## src/rtl/core/rkl_pkg.sv

```systemverilog
package rkl_pkg;

    localparam int DEF_USER_COUNT  = 5;
    localparam int DEF_CODE_DIGITS = 4;
    localparam int MAX_CODE_DIGITS = 8;

    localparam int KEY_COUNT   = 17;
    localparam int QUEUE_DEPTH = 2;

    localparam logic [4:0] KEY_LAST_DIGIT = 5'd9;
    localparam logic [4:0] KEY_STAR       = 5'd10;
    localparam logic [4:0] KEY_HASH       = 5'd11;
    localparam logic [4:0] KEY_A          = 5'd12;
    localparam logic [4:0] KEY_B          = 5'd13;
    localparam logic [4:0] KEY_POWER      = 5'd16;

    // Frame for each key: digits 0 to 9, star, hash, A to D, power.
    localparam logic [31:0] KEY_FRAMES [KEY_COUNT] = '{
        32'h01FEE01F, 32'h01FE50AF, 32'h01FED827, 32'h01FEF807, 32'h01FE30CF,
        32'h01FEB04F, 32'h01FE708F, 32'h01FE00FF, 32'h01FEF00F, 32'h01FE9867,
        32'h01FE58A7, 32'h01FE7887,
        32'h01FE807F, 32'h01FE40BF, 32'h01FEC03F, 32'h01FE20DF,
        32'h01FE48B7
    };

    typedef enum logic [2:0] {
        PH_POWER   = 3'd0,
        PH_WELCOME = 3'd1,
        PH_USER    = 3'd2,
        PH_CODE    = 3'd3,
        PH_MENU    = 3'd4,
        PH_NEWCODE = 3'd5,
        PH_RUN     = 3'd6
    } phase_t;

    typedef enum logic [3:0] {
        EV_IGNORED   = 4'd0,
        EV_ADVANCED  = 4'd1,
        EV_USER      = 4'd2,
        EV_DIGIT     = 4'd3,
        EV_GRANTED   = 4'd4,
        EV_DENIED    = 4'd5,
        EV_CHANGED   = 4'd6,
        EV_CANCELLED = 4'd7,
        EV_ENTERED   = 4'd8
    } event_t;

    typedef struct packed {
        logic       known;
        logic [4:0] key;
    } key_item_t;

    // Reset code: digits 1, 2, 3, ... taken mod 10, first digit in the top nibble of the low 4*digits bits.
    function automatic logic [4*MAX_CODE_DIGITS-1:0] default_code(input int digits);
        logic [4*MAX_CODE_DIGITS-1:0] code;
        code = '0;
        for (int i = 0; i < MAX_CODE_DIGITS; i++)
        begin
            if (i < digits)
            begin
                code = {code[4*MAX_CODE_DIGITS-5:0], 4'((i + 1) % 10)};
            end
        end
        return code;
    endfunction

endpackage

```

## src/rtl/core/rkl_if.sv

```systemverilog
interface rkl_in_if;
    logic        valid;
    logic        ready;
    logic [31:0] remote_code;

    modport source (output valid, output remote_code, input ready);
    modport sink (input valid, input remote_code, output ready);
endinterface

interface rkl_out_if;
    logic       valid;
    logic       ready;
    logic [2:0] phase;
    logic [3:0] event_res;
    logic [2:0] user_index;
    logic [2:0] digit_count;
    logic       key_known;

    modport source (output valid, output phase, output event_res, output user_index,
                    output digit_count, output key_known, input ready);
    modport sink (input valid, input phase, input event_res, input user_index,
                  input digit_count, input key_known, output ready);
endinterface

```

## src/rtl/core/rkl_front.sv

```systemverilog
module rkl_front
    import rkl_pkg::*;
(
    rkl_in_if.sink    frame,
    output key_item_t push_item,
    output logic      push_valid,
    input  logic      push_ready
);

    always_comb
    begin
        push_item.known = 1'b0;
        push_item.key   = '0;
        for (int k = KEY_COUNT - 1; k >= 0; k--)
        begin
            if (frame.remote_code == KEY_FRAMES[k])
            begin
                push_item.known = 1'b1;
                push_item.key   = 5'(k);
            end
        end
    end

    assign push_valid  = frame.valid;
    assign frame.ready = push_ready;

endmodule

```

## src/rtl/core/rkl_queue.sv

```systemverilog
module rkl_queue
    import rkl_pkg::*;
(
    input  logic      clk,
    input  logic      rst_n,
    input  key_item_t push_item,
    input  logic      push_valid,
    output logic      push_ready,
    output key_item_t pop_item,
    output logic      pop_valid,
    input  logic      pop_ready
);

    localparam int PW = (QUEUE_DEPTH > 1) ? $clog2(QUEUE_DEPTH) : 1;
    localparam int CW = $clog2(QUEUE_DEPTH + 1);

    key_item_t         entries_reg [QUEUE_DEPTH];
    logic [PW-1:0]     wr_ptr_reg, wr_ptr_next;
    logic [PW-1:0]     rd_ptr_reg, rd_ptr_next;
    logic [CW-1:0]     count_reg, count_next;
    logic              push, pop;

    assign push_ready = (count_reg != CW'(QUEUE_DEPTH));
    assign pop_valid  = (count_reg != '0);
    assign pop_item   = entries_reg[rd_ptr_reg];
    assign push       = push_valid && push_ready;
    assign pop        = pop_valid && pop_ready;

    always_comb
    begin
        wr_ptr_next = wr_ptr_reg;
        rd_ptr_next = rd_ptr_reg;
        count_next  = count_reg;
        if (push)
        begin
            wr_ptr_next = (wr_ptr_reg == PW'(QUEUE_DEPTH - 1)) ? '0 : wr_ptr_reg + 1'b1;
        end
        if (pop)
        begin
            rd_ptr_next = (rd_ptr_reg == PW'(QUEUE_DEPTH - 1)) ? '0 : rd_ptr_reg + 1'b1;
        end
        if (push && !pop)
        begin
            count_next = count_reg + 1'b1;
        end
        else if (pop && !push)
        begin
            count_next = count_reg - 1'b1;
        end
    end

    always_ff @(posedge clk or negedge rst_n)
    begin
        if (!rst_n)
        begin
            wr_ptr_reg <= '0;
            rd_ptr_reg <= '0;
            count_reg  <= '0;
        end
        else
        begin
            wr_ptr_reg <= wr_ptr_next;
            rd_ptr_reg <= rd_ptr_next;
            count_reg  <= count_next;
        end
    end

    always_ff @(posedge clk)
    begin
        if (push)
        begin
            entries_reg[wr_ptr_reg] <= push_item;
        end
    end

endmodule

```

## src/rtl/core/rkl_back.sv

```systemverilog
module rkl_back
    import rkl_pkg::*;
#(
    parameter int USER_COUNT  = DEF_USER_COUNT,
    parameter int CODE_DIGITS = DEF_CODE_DIGITS
)
(
    input  logic      clk,
    input  logic      rst_n,
    input  key_item_t pop_item,
    input  logic      pop_valid,
    output logic      pop_ready,
    rkl_out_if.source result
);

    localparam int UW = (USER_COUNT > 1) ? $clog2(USER_COUNT) : 1;
    localparam int DW = $clog2(CODE_DIGITS + 1);
    localparam int CW = 4 * CODE_DIGITS;
    localparam logic [CW-1:0] RESET_CODE = CW'(default_code(CODE_DIGITS));

    phase_t         phase_reg, phase_next;
    logic [UW-1:0]  user_reg, user_next;
    logic           flag_reg, flag_next;
    logic [DW-1:0]  digits_reg, digits_next;
    logic [CW-1:0]  buffer_reg, buffer_next;
    logic [CW-1:0]  store_reg [USER_COUNT];
    logic           store_we;
    logic [UW-1:0]  store_idx;
    event_t         ev;
    logic           fire;
    logic           is_digit;
    logic           out_valid_reg;
    phase_t         out_phase_reg;
    event_t         out_event_reg;
    logic [2:0]     out_user_reg;
    logic [2:0]     out_digits_reg;
    logic           out_known_reg;

    assign pop_ready = !out_valid_reg || result.ready;
    assign fire      = pop_valid && pop_ready;
    assign is_digit  = (pop_item.key <= KEY_LAST_DIGIT);
    assign store_idx = (int'(user_reg) < USER_COUNT) ? user_reg : '0;

    always_comb
    begin
        phase_next  = phase_reg;
        user_next   = user_reg;
        flag_next   = flag_reg;
        digits_next = digits_reg;
        buffer_next = buffer_reg;
        store_we    = 1'b0;
        ev          = EV_IGNORED;
        if (fire && pop_item.known)
        begin
            case (phase_reg)
                PH_POWER:
                begin
                    if (pop_item.key == KEY_POWER)
                    begin
                        phase_next = PH_WELCOME;
                        ev         = EV_ADVANCED;
                    end
                end
                PH_WELCOME:
                begin
                    if (pop_item.key == KEY_STAR)
                    begin
                        phase_next  = PH_USER;
                        user_next   = '0;
                        flag_next   = 1'b0;
                        digits_next = '0;
                        ev          = EV_ADVANCED;
                    end
                end
                PH_USER:
                begin
                    if (is_digit && pop_item.key >= 5'd1 && pop_item.key <= 5'(USER_COUNT))
                    begin
                        user_next = UW'(pop_item.key - 5'd1);
                        flag_next = 1'b1;
                        ev        = EV_USER;
                    end
                    else if (pop_item.key == KEY_HASH && flag_reg)
                    begin
                        phase_next  = PH_CODE;
                        digits_next = '0;
                        ev          = EV_ADVANCED;
                    end
                    else if (pop_item.key == KEY_STAR)
                    begin
                        user_next   = '0;
                        flag_next   = 1'b0;
                        digits_next = '0;
                        ev          = EV_CANCELLED;
                    end
                end
                PH_CODE, PH_NEWCODE:
                begin
                    if (is_digit)
                    begin
                        if (digits_reg < DW'(CODE_DIGITS))
                        begin
                            buffer_next = CW'({buffer_reg, pop_item.key[3:0]});
                            digits_next = digits_reg + 1'b1;
                            ev          = EV_DIGIT;
                        end
                    end
                    else if (pop_item.key == KEY_STAR)
                    begin
                        phase_next  = PH_USER;
                        user_next   = '0;
                        flag_next   = 1'b0;
                        digits_next = '0;
                        ev          = EV_CANCELLED;
                    end
                    else if (pop_item.key == KEY_HASH && digits_reg == DW'(CODE_DIGITS))
                    begin
                        if (phase_reg == PH_CODE && buffer_reg == store_reg[store_idx])
                        begin
                            phase_next  = PH_MENU;
                            digits_next = '0;
                            ev          = EV_GRANTED;
                        end
                        else
                        begin
                            phase_next  = PH_USER;
                            user_next   = '0;
                            flag_next   = 1'b0;
                            digits_next = '0;
                            if (phase_reg == PH_CODE)
                            begin
                                ev = EV_DENIED;
                            end
                            else
                            begin
                                store_we = 1'b1;
                                ev       = EV_CHANGED;
                            end
                        end
                    end
                end
                PH_MENU:
                begin
                    if (pop_item.key == KEY_A)
                    begin
                        phase_next  = PH_NEWCODE;
                        digits_next = '0;
                        ev          = EV_ADVANCED;
                    end
                    else if (pop_item.key == KEY_B)
                    begin
                        phase_next = PH_RUN;
                        ev         = EV_ENTERED;
                    end
                end
                default:
                begin
                end
            endcase
        end
    end

    always_ff @(posedge clk or negedge rst_n)
    begin
        if (!rst_n)
        begin
            phase_reg     <= PH_POWER;
            user_reg      <= '0;
            flag_reg      <= 1'b0;
            digits_reg    <= '0;
            out_valid_reg <= 1'b0;
            for (int u = 0; u < USER_COUNT; u++)
            begin
                store_reg[u] <= RESET_CODE;
            end
        end
        else
        begin
            phase_reg  <= phase_next;
            user_reg   <= user_next;
            flag_reg   <= flag_next;
            digits_reg <= digits_next;
            if (store_we)
            begin
                store_reg[store_idx] <= buffer_reg;
            end
            if (fire)
            begin
                out_valid_reg <= 1'b1;
            end
            else if (result.ready)
            begin
                out_valid_reg <= 1'b0;
            end
        end
    end

    always_ff @(posedge clk)
    begin
        buffer_reg <= buffer_next;
        if (fire)
        begin
            out_phase_reg  <= phase_next;
            out_event_reg  <= ev;
            out_user_reg   <= flag_next ? 3'(user_next) : 3'd0;
            out_digits_reg <= 3'(digits_next);
            out_known_reg  <= pop_item.known;
        end
    end

    assign result.valid       = out_valid_reg;
    assign result.phase       = out_phase_reg;
    assign result.event_res   = out_event_reg;
    assign result.user_index  = out_user_reg;
    assign result.digit_count = out_digits_reg;
    assign result.key_known   = out_known_reg;

    assert property (@(posedge clk) disable iff (!rst_n)
        digits_reg <= DW'(CODE_DIGITS))
        else $error("Digit count exceeds the code length.");

    assert property (@(posedge clk) disable iff (!rst_n)
        phase_reg == PH_RUN |=> phase_reg == PH_RUN)
        else $error("The lock left the running phase.");

    assert property (@(posedge clk) disable iff (!rst_n)
        flag_reg |-> int'(user_reg) < USER_COUNT)
        else $error("Selected user is out of range.");

    assert property (@(posedge clk) disable iff (!rst_n)
        (phase_reg == PH_POWER || phase_reg == PH_WELCOME) |-> !flag_reg)
        else $error("A user is selected before user select.");

    assert property (@(posedge clk) disable iff (!rst_n)
        store_we |-> phase_reg == PH_NEWCODE && flag_reg)
        else $error("Code store written outside new code entry.");

endmodule

```

## src/rtl/core/remote_keypad_code_lock.sv

```systemverilog
// Code lock driven by raw infrared remote frames. Each item on frame is one 32-bit frame;
// the front end maps it to a key, a two-item queue holds the keys, and the back end runs
// the lock sequence (power, star, user select with hash, four-digit code with hash, then
// a menu with A for a new code or B for the running phase) and writes exactly one result
// item per frame. The block takes one item every cycle while the queue has room. The
// queue registers each key, and the back end's phase update then loads the result
// register, from which the result is taken. Frame accepts continue while the queue has
// room, so a stalled result holds off input only after two more items are queued.
module remote_keypad_code_lock
    import rkl_pkg::*;
#(
    parameter int USER_COUNT  = DEF_USER_COUNT,
    parameter int CODE_DIGITS = DEF_CODE_DIGITS
)
(
    input  logic      clk,
    input  logic      rst_n,
    rkl_in_if.sink    frame,
    rkl_out_if.source result
);

    key_item_t push_item;
    logic      push_valid;
    logic      push_ready;
    key_item_t pop_item;
    logic      pop_valid;
    logic      pop_ready;

    rkl_front u_front (
        .frame      (frame),
        .push_item  (push_item),
        .push_valid (push_valid),
        .push_ready (push_ready)
    );

    rkl_queue u_queue (
        .clk        (clk),
        .rst_n      (rst_n),
        .push_item  (push_item),
        .push_valid (push_valid),
        .push_ready (push_ready),
        .pop_item   (pop_item),
        .pop_valid  (pop_valid),
        .pop_ready  (pop_ready)
    );

    rkl_back #(
        .USER_COUNT  (USER_COUNT),
        .CODE_DIGITS (CODE_DIGITS)
    ) u_back (
        .clk       (clk),
        .rst_n     (rst_n),
        .pop_item  (pop_item),
        .pop_valid (pop_valid),
        .pop_ready (pop_ready),
        .result    (result)
    );

endmodule

```

## src/flat_wrapper.sv

```systemverilog
// flat-port wrapper written by rule: the top's interface ports become plain ports
module remote_keypad_code_lock_flat import rkl_pkg::*;
#(
    parameter int USER_COUNT  = DEF_USER_COUNT,
    parameter int CODE_DIGITS = DEF_CODE_DIGITS
)
  (clk, rst_n, frame_valid, frame_remote_code, frame_ready, result_valid, result_phase, result_event_res, result_user_index, result_digit_count, result_key_known, result_ready);
  rkl_in_if frame_i ();
  rkl_out_if result_i ();
  input  logic clk;
  input  logic rst_n;
  input wire logic [$bits(frame_i.valid)-1:0] frame_valid;
  input wire logic [$bits(frame_i.remote_code)-1:0] frame_remote_code;
  output wire logic [$bits(frame_i.ready)-1:0] frame_ready;
  output wire logic [$bits(result_i.valid)-1:0] result_valid;
  output wire logic [$bits(result_i.phase)-1:0] result_phase;
  output wire logic [$bits(result_i.event_res)-1:0] result_event_res;
  output wire logic [$bits(result_i.user_index)-1:0] result_user_index;
  output wire logic [$bits(result_i.digit_count)-1:0] result_digit_count;
  output wire logic [$bits(result_i.key_known)-1:0] result_key_known;
  input wire logic [$bits(result_i.ready)-1:0] result_ready;
  assign frame_i.valid = frame_valid;
  assign frame_i.remote_code = frame_remote_code;
  assign frame_ready = frame_i.ready;
  assign result_valid = result_i.valid;
  assign result_phase = result_i.phase;
  assign result_event_res = result_i.event_res;
  assign result_user_index = result_i.user_index;
  assign result_digit_count = result_i.digit_count;
  assign result_key_known = result_i.key_known;
  assign result_i.ready = result_ready;
  remote_keypad_code_lock #(.USER_COUNT(USER_COUNT), .CODE_DIGITS(CODE_DIGITS)) u_core (.clk(clk), .rst_n(rst_n), .frame(frame_i), .result(result_i));
endmodule
```

## config.mk

```make
export PLATFORM = sky130hd
export DESIGN_NAME = remote_keypad_code_lock_flat
export DESIGN_NICKNAME = d
export VERILOG_FILES = /design/src/rtl/core/rkl_pkg.sv /design/src/rtl/core/rkl_if.sv /design/src/rtl/core/rkl_front.sv /design/src/rtl/core/rkl_queue.sv /design/src/rtl/core/rkl_back.sv /design/src/rtl/core/remote_keypad_code_lock.sv /design/src/flat_wrapper.sv
export SDC_FILE = /design/constraint.sdc
export NUM_CORES = 1
export LEC_CHECK = 0
export CORE_ASPECT_RATIO = 0.9
export CORE_MARGIN = 2
export CORE_UTILIZATION = 41
export DETAILED_ROUTE_END_ITERATION = 16
export DONT_BUFFER_PORTS = 1
export SLEW_MARGIN = 30
export SYNTH_ARGS = -nofsm -noshare
export SYNTH_HDL_FRONTEND = slang
export SYNTH_HIERARCHICAL = 1
export SYNTH_SLANG_ARGS = --single-unit
```

## constraint.sdc

```tcl
create_clock -name clk -period 6.2 [get_ports clk]
set_input_delay 0.93 -clock clk [delete_from_list [all_inputs] [get_ports clk]]
set_output_delay 0.93 -clock clk [all_outputs]
set_load 0.05 [all_outputs]
```

### After elaboration in Yosys (flattened, before gate mapping)

Memory sizes are Yosys's and may differ from the RTL's.
Cells that the tools add are included.

* bits in registers: 125
* bits in latches: 0
* RAM bits: 12
* bits in read-only memories: 0
* output and inout bits: 16
* memories: 1

* $add $sub $neg: 6
* $mul: 0
* div/mod/pow operators: 0
* magnitude comparators: 7
* equality and inequality tests: 30
* shift-type cells: 0
* muxes and demuxes: 93
* bitwise logic cells: 1
* reductions and logical operators: 21

Memories
* u_core.u_queue.entries_reg: depth 2, width 6, rd ports 1, clocked after memory_dff 0, wr ports 1, line rkl_queue.sv:17 `key_item_t entries_reg [QUEUE_DEPTH];`

Operator list (number)
* $eq 32x25->1 const B: 17
* $mux 3: 34
* $mux 6: 17
* $bwmux 80: 1
* $bmux 16 s3: 1
* $demux 16 s3: 1
* $mux 16: 3
* $mux 1: 23
* $eq 5x4->1 const B: 4
* $pmux 4 s5: 1
* $eq 16x16->1: 1
* $pmux 3 s5: 1
* $mux 4: 3
* $pmux 3 s4: 1
* $logic_and 1x1->1: 11
* $mux 2: 5
* $eq 3x3->1 const B: 3
* $pmux 3 s3: 1
* $eq 3x2->1 const B: 2
* $lt 3x3->1 const B: 2
* $reduce_bool 2->1: 3
* $eq 5x5->1 const B: 1
* $ge 5x1->1 const B: 1
* $le 5x3->1 const B: 1
* other kinds (17): 20

### Depth between registers and ports, before layout

* depth after elaboration: 18
* depth in mapped cells: 15

### Cells and area by module

Netlist, hierarchy kept.

Modules (own cells, without submodules)
* rkl_back: times used 1, cells each 506, area an instance 6103.4 um^2
* rkl_queue: times used 1, cells each 37, area an instance 644.4 um^2
* rkl_front: times used 1, cells each 61, area an instance 467.9 um^2

### Worst setup path after synthesis

Ideal clock, no wire load.

* kind: input -> register
* start: input result_ready
* end: register u_core.u_back.buffer_reg[0], enable pin
* library setup time: 437 ps
* arrival time: 3493 ps
* required time: 5763 ps
* setup slack: 2270 ps
* stages: 4
* cell sequence: nand2b_1 -> and2_1 -> nand2_1 -> nor4_1

* cells in the longest elaborated chain, start to end: 4

RTL lines
* start: declaration: line flat_wrapper.sv:21 `input wire logic [$bits(result_i.ready)-1:0] result_ready;`
* $logic_or 1x1->1: line rkl_back.sv:39 `assign pop_ready = !out_valid_reg || result.ready;`
* $logic_and 1x1->1: line rkl_back.sv:40 `assign fire = pop_valid && pop_ready;`
* via u_core.u_back.fire: line rkl_back.sv:30 `logic fire;`
* $logic_and 1x1->1: line rkl_back.sv:53 `if (fire && pop_item.known)`
* $reduce_and 4->1 (no line)
* end signal: assignment: line rkl_back.sv:200 `buffer_reg <= buffer_next;`
* end: declaration: line rkl_back.sv:25 `logic [CW-1:0] buffer_reg, buffer_next;`

The timed path passes the listed nets, and every way through them passes these cells.
A chain may end at the register's enable or synchronous reset.

==> reports/qor.yml <==
gp_congestion: 0.883
core_area_um2: 17400
synth_area_leader_cell: "dfrtp_1"
syn_area_um2: 7220
ys_seq_elements: 137
numCtsBuffers: 17
antenna_found_initial: 1
avgSynthCellArea_um2: 11.9
root_buffer: "clkbuf_16"
critPathCaptureType: "flip-flop"
die_h_um: 130
initial_utilization_pct: 41.4
ff2ff_setup_slack_ns: 2.15
crit_path_start_kind: "flip-flop"
status: "finished, final reports clean"
clock_path_buffers: 2
drcViolationCount: 0
yosysUniqueCellTypes: 82
fillerInstances: 1575
synth-seq-area-share_pct: 50.9
p_total_w: 0.00338
drive_gt1_share_pct: 28.3
dieWidth_um: 144
cts_tree: "built"
worstReg2RegStart: "u_core/u_queue/rd_ptr_reg"
drt_first_pass_iters: 4
viasPerCell: 5.91
leakagePower_nw: 3.23
synth_edf_count: 42
drt_iter0_drc: 301
path_max_fanout: 9
insertion_delay_ns: 0.41
rows: 46
finClkSkew_ns: 0.00636
grt_max_degree: 96
worstSetupPathType: "flip-flop to flip-flop"
yosys_most_used_dff: "dfrtp_1"
peakVddDrop_mv: 0.261
area_growth_syn_to_layout_pct: 12.0
grt_pass1_vias: 5149
post-route-min-period_ns: 4.05
yosys_warnings: 6
clock_sinks: 137
dieArea_um2: 18700
synthCells: 604
wirelength_um: 17500
hold_viol_final: 0
hold_class: "input port to asynchronous set/reset pin"
rsz0062_at_grt: "no"
grt_pass1_wl_um: 27800
grt_remaining_overflow: 0
worst_pin_slew_ns: 0.965
ys_top_cells_by_area: "dfrtp_1 (24%), edfxtp_1 (17%), mux2_2 (12%), dfstp_2 (9.1%), o221ai_1 (2.8%)"
nNetsFinal: 638
portBuffers: 0
ioPinCount: 52
cts_resized: 0
cap_violations: 0
dpl_cell_area_um2: 7390
finalSetupViolCount: 0
grt_use_total_pct: 19.4
setup_tns_ns: 0
maxSlewViolCount: 0
cts_hold_buf: 0
dp_hpwl_um: 11200
design_area_um2: 8080
clk_pin_slew_ns: 0.06
cp.arrival_ns: 4.34
r2r-end: "u_core/u_back/store_reg[40]"
post-route-period-util_pct: 65.3
cp_data_required_time_ns: 6.50
p_per_area_nw_per_um2: 418
final_antenna_net_count: 0
cts_setup_buffers: 0
wl_per_cell_um: 20.6
synthArstFlopShare_pct: 69.3
synth_top_area_share_pct: 24.3
max_slew_margin_pct: 35.6
reg2reg_depth: 10
largest_reg_flops: 80
max_freq_mhz: 247
num_vias: 5017
synth_fp_nets: 647
h-tree-depth: 4
## kinds of logic (layout without fill, tap and decap cells)
family | count (synthesis) | in the layout | synth area share, %
AO/OA/AOI/OAI | 134 | 134 | 13.8
XOR/XNOR | 22 | 22 | 2.67
adder cells (fa/ha/maj) | 7 | 7 | 1.21
buffers and inverters | 50 | 54 | 3.36
flip-flops | 137 | 137 | 50.9
multiplexers | 88 | 88 | 13.8
other | 0 | 1 | 0
AND/OR/NAND/NOR | 166 | 166 | 14.3
## placed cells by master, fill, tap and decap left out, drive strengths merged, types with 5 or more instances in the layout
cell type   n
nand2      32
o21ai      22
nor4        6
nor3        7
nor2b       8
or3        10
clkbuf     23
a22oi      11
o221ai     23
o211ai     10
o22ai       8
ha          7
nor2       38
a21oi      16
nor4bb      8
nand2b      9
buf         6
o32ai       6
dfstp      25
edfxtp     42
dfrtp      70
xor2        6
xnor2      16
and2        5
mux2       86
inv        16
or2         6
nand3      10
## layer usage
metal / track usage, % / up-vias / wire length (um) / share of wire, %
met5: 0 / - / 0 / 0
met4: 6.06 / 0 / 272 / 1.6
met3: 5.58 / 23 / 987 / 5.7
met2: 31.2 / 161 / 8420 / 48
met1: 25.6 / 2550 / 7780 / 45
li1: - / 2283 / - / -
## power breakdown
group / leakage, nW / switching [W] / internal [W]
registers: 1.60 / 0.000219 / 0.00105
clock network: 0.322 / 0.000382 / 0.000754
logic: 1.31 / 0.000599 / 0.000373
## worst max-delay path, cell delays in order, from the launching register on
cell and delay [ns]:
dfrtp_1 0.50, mux2_2 0.45, ha_1 0.25, o21ba_2 0.23, o21ai_1 0.10, nand2_1 0.17
nand2_1 0.11, or4_1 0.73, nor3_2 0.70, buf_4 0.34, mux2_2 0.35
## area by class of cell
cell class              instances  area (um2)  share of cell area, %
multi-input cells             417        3330                   41.2
well taps                     240         300                   3.72
flip-flops and latches        137        3670                   45.4
clock buffers                  23         520                   6.44
clock inverters                 9         156                   1.94
inverters                      16        60.1                  0.743
repair buffers                  6        45.0                  0.557
diodes                          1        2.50                 0.0310
## cells in the mapped netlist (3+ instances only)
cell,count
clkbuf_1,12
a22oi_1,11
and2_1,5
a21oi_1,16
o21a_1,4
nor4_1,4
mux2_1,6
nand3_1,10
o32ai_1,6
o22ai_1,7
nor2b_1,8
xnor2_1,16
buf_2,14
o221ai_1,23
nand2b_1,8
nor3_1,5
o211ai_1,10
nor4bb_1,8
a22o_1,3
nand2_1,31
or3_1,10
mux2_2,79
ha_1,7
edfxtp_1,42
o21ai_0,19
and3_1,3
nor2_1,36
nand4b_1,3
inv_1,16
dfrtp_1,70
xor2_1,6
dfstp_2,25
nand4_1,4
o32a_1,3
a31oi_1,3
buf_4,6
## worst max-delay path by stage
stage                                             end                       from  slack (ns)
after CTS                 u_core/u_back/store_reg[45]  u_core/u_queue/rd_ptr_reg        2.21
final                     u_core/u_back/store_reg[40]  u_core/u_queue/rd_ptr_reg        2.15
after global placement    u_core/u_back/store_reg[45]  u_core/u_queue/rd_ptr_reg        2.33
after floorplan           u_core/u_back/buffer_reg[0]               result_ready        2.27
after global routing      u_core/u_back/store_reg[32]  u_core/u_queue/rd_ptr_reg        1.98
after detailed placement  u_core/u_back/store_reg[45]  u_core/u_queue/rd_ptr_reg        2.23
## through the flow
| step | std cells | util [%] | hold WS (ns) | setup slack (ns) |
|---|---|---|---|---|
| after floorplan | 604 | - | 0.461 | 2.27 |
| after global placement | 816 | 42.3 | 0.475 | 2.33 |
| after detailed placement | 816 | 42.4 | 0.488 | 2.23 |
| after CTS | 848 | 46.3 | 0.191 | 2.21 |
| after global routing | 848 | 46.3 | 0.186 | 1.98 |
| final | 849 | 46.3 | 0.212 | 2.15 |
Note: power is estimated with default switching activity, not from simulation.
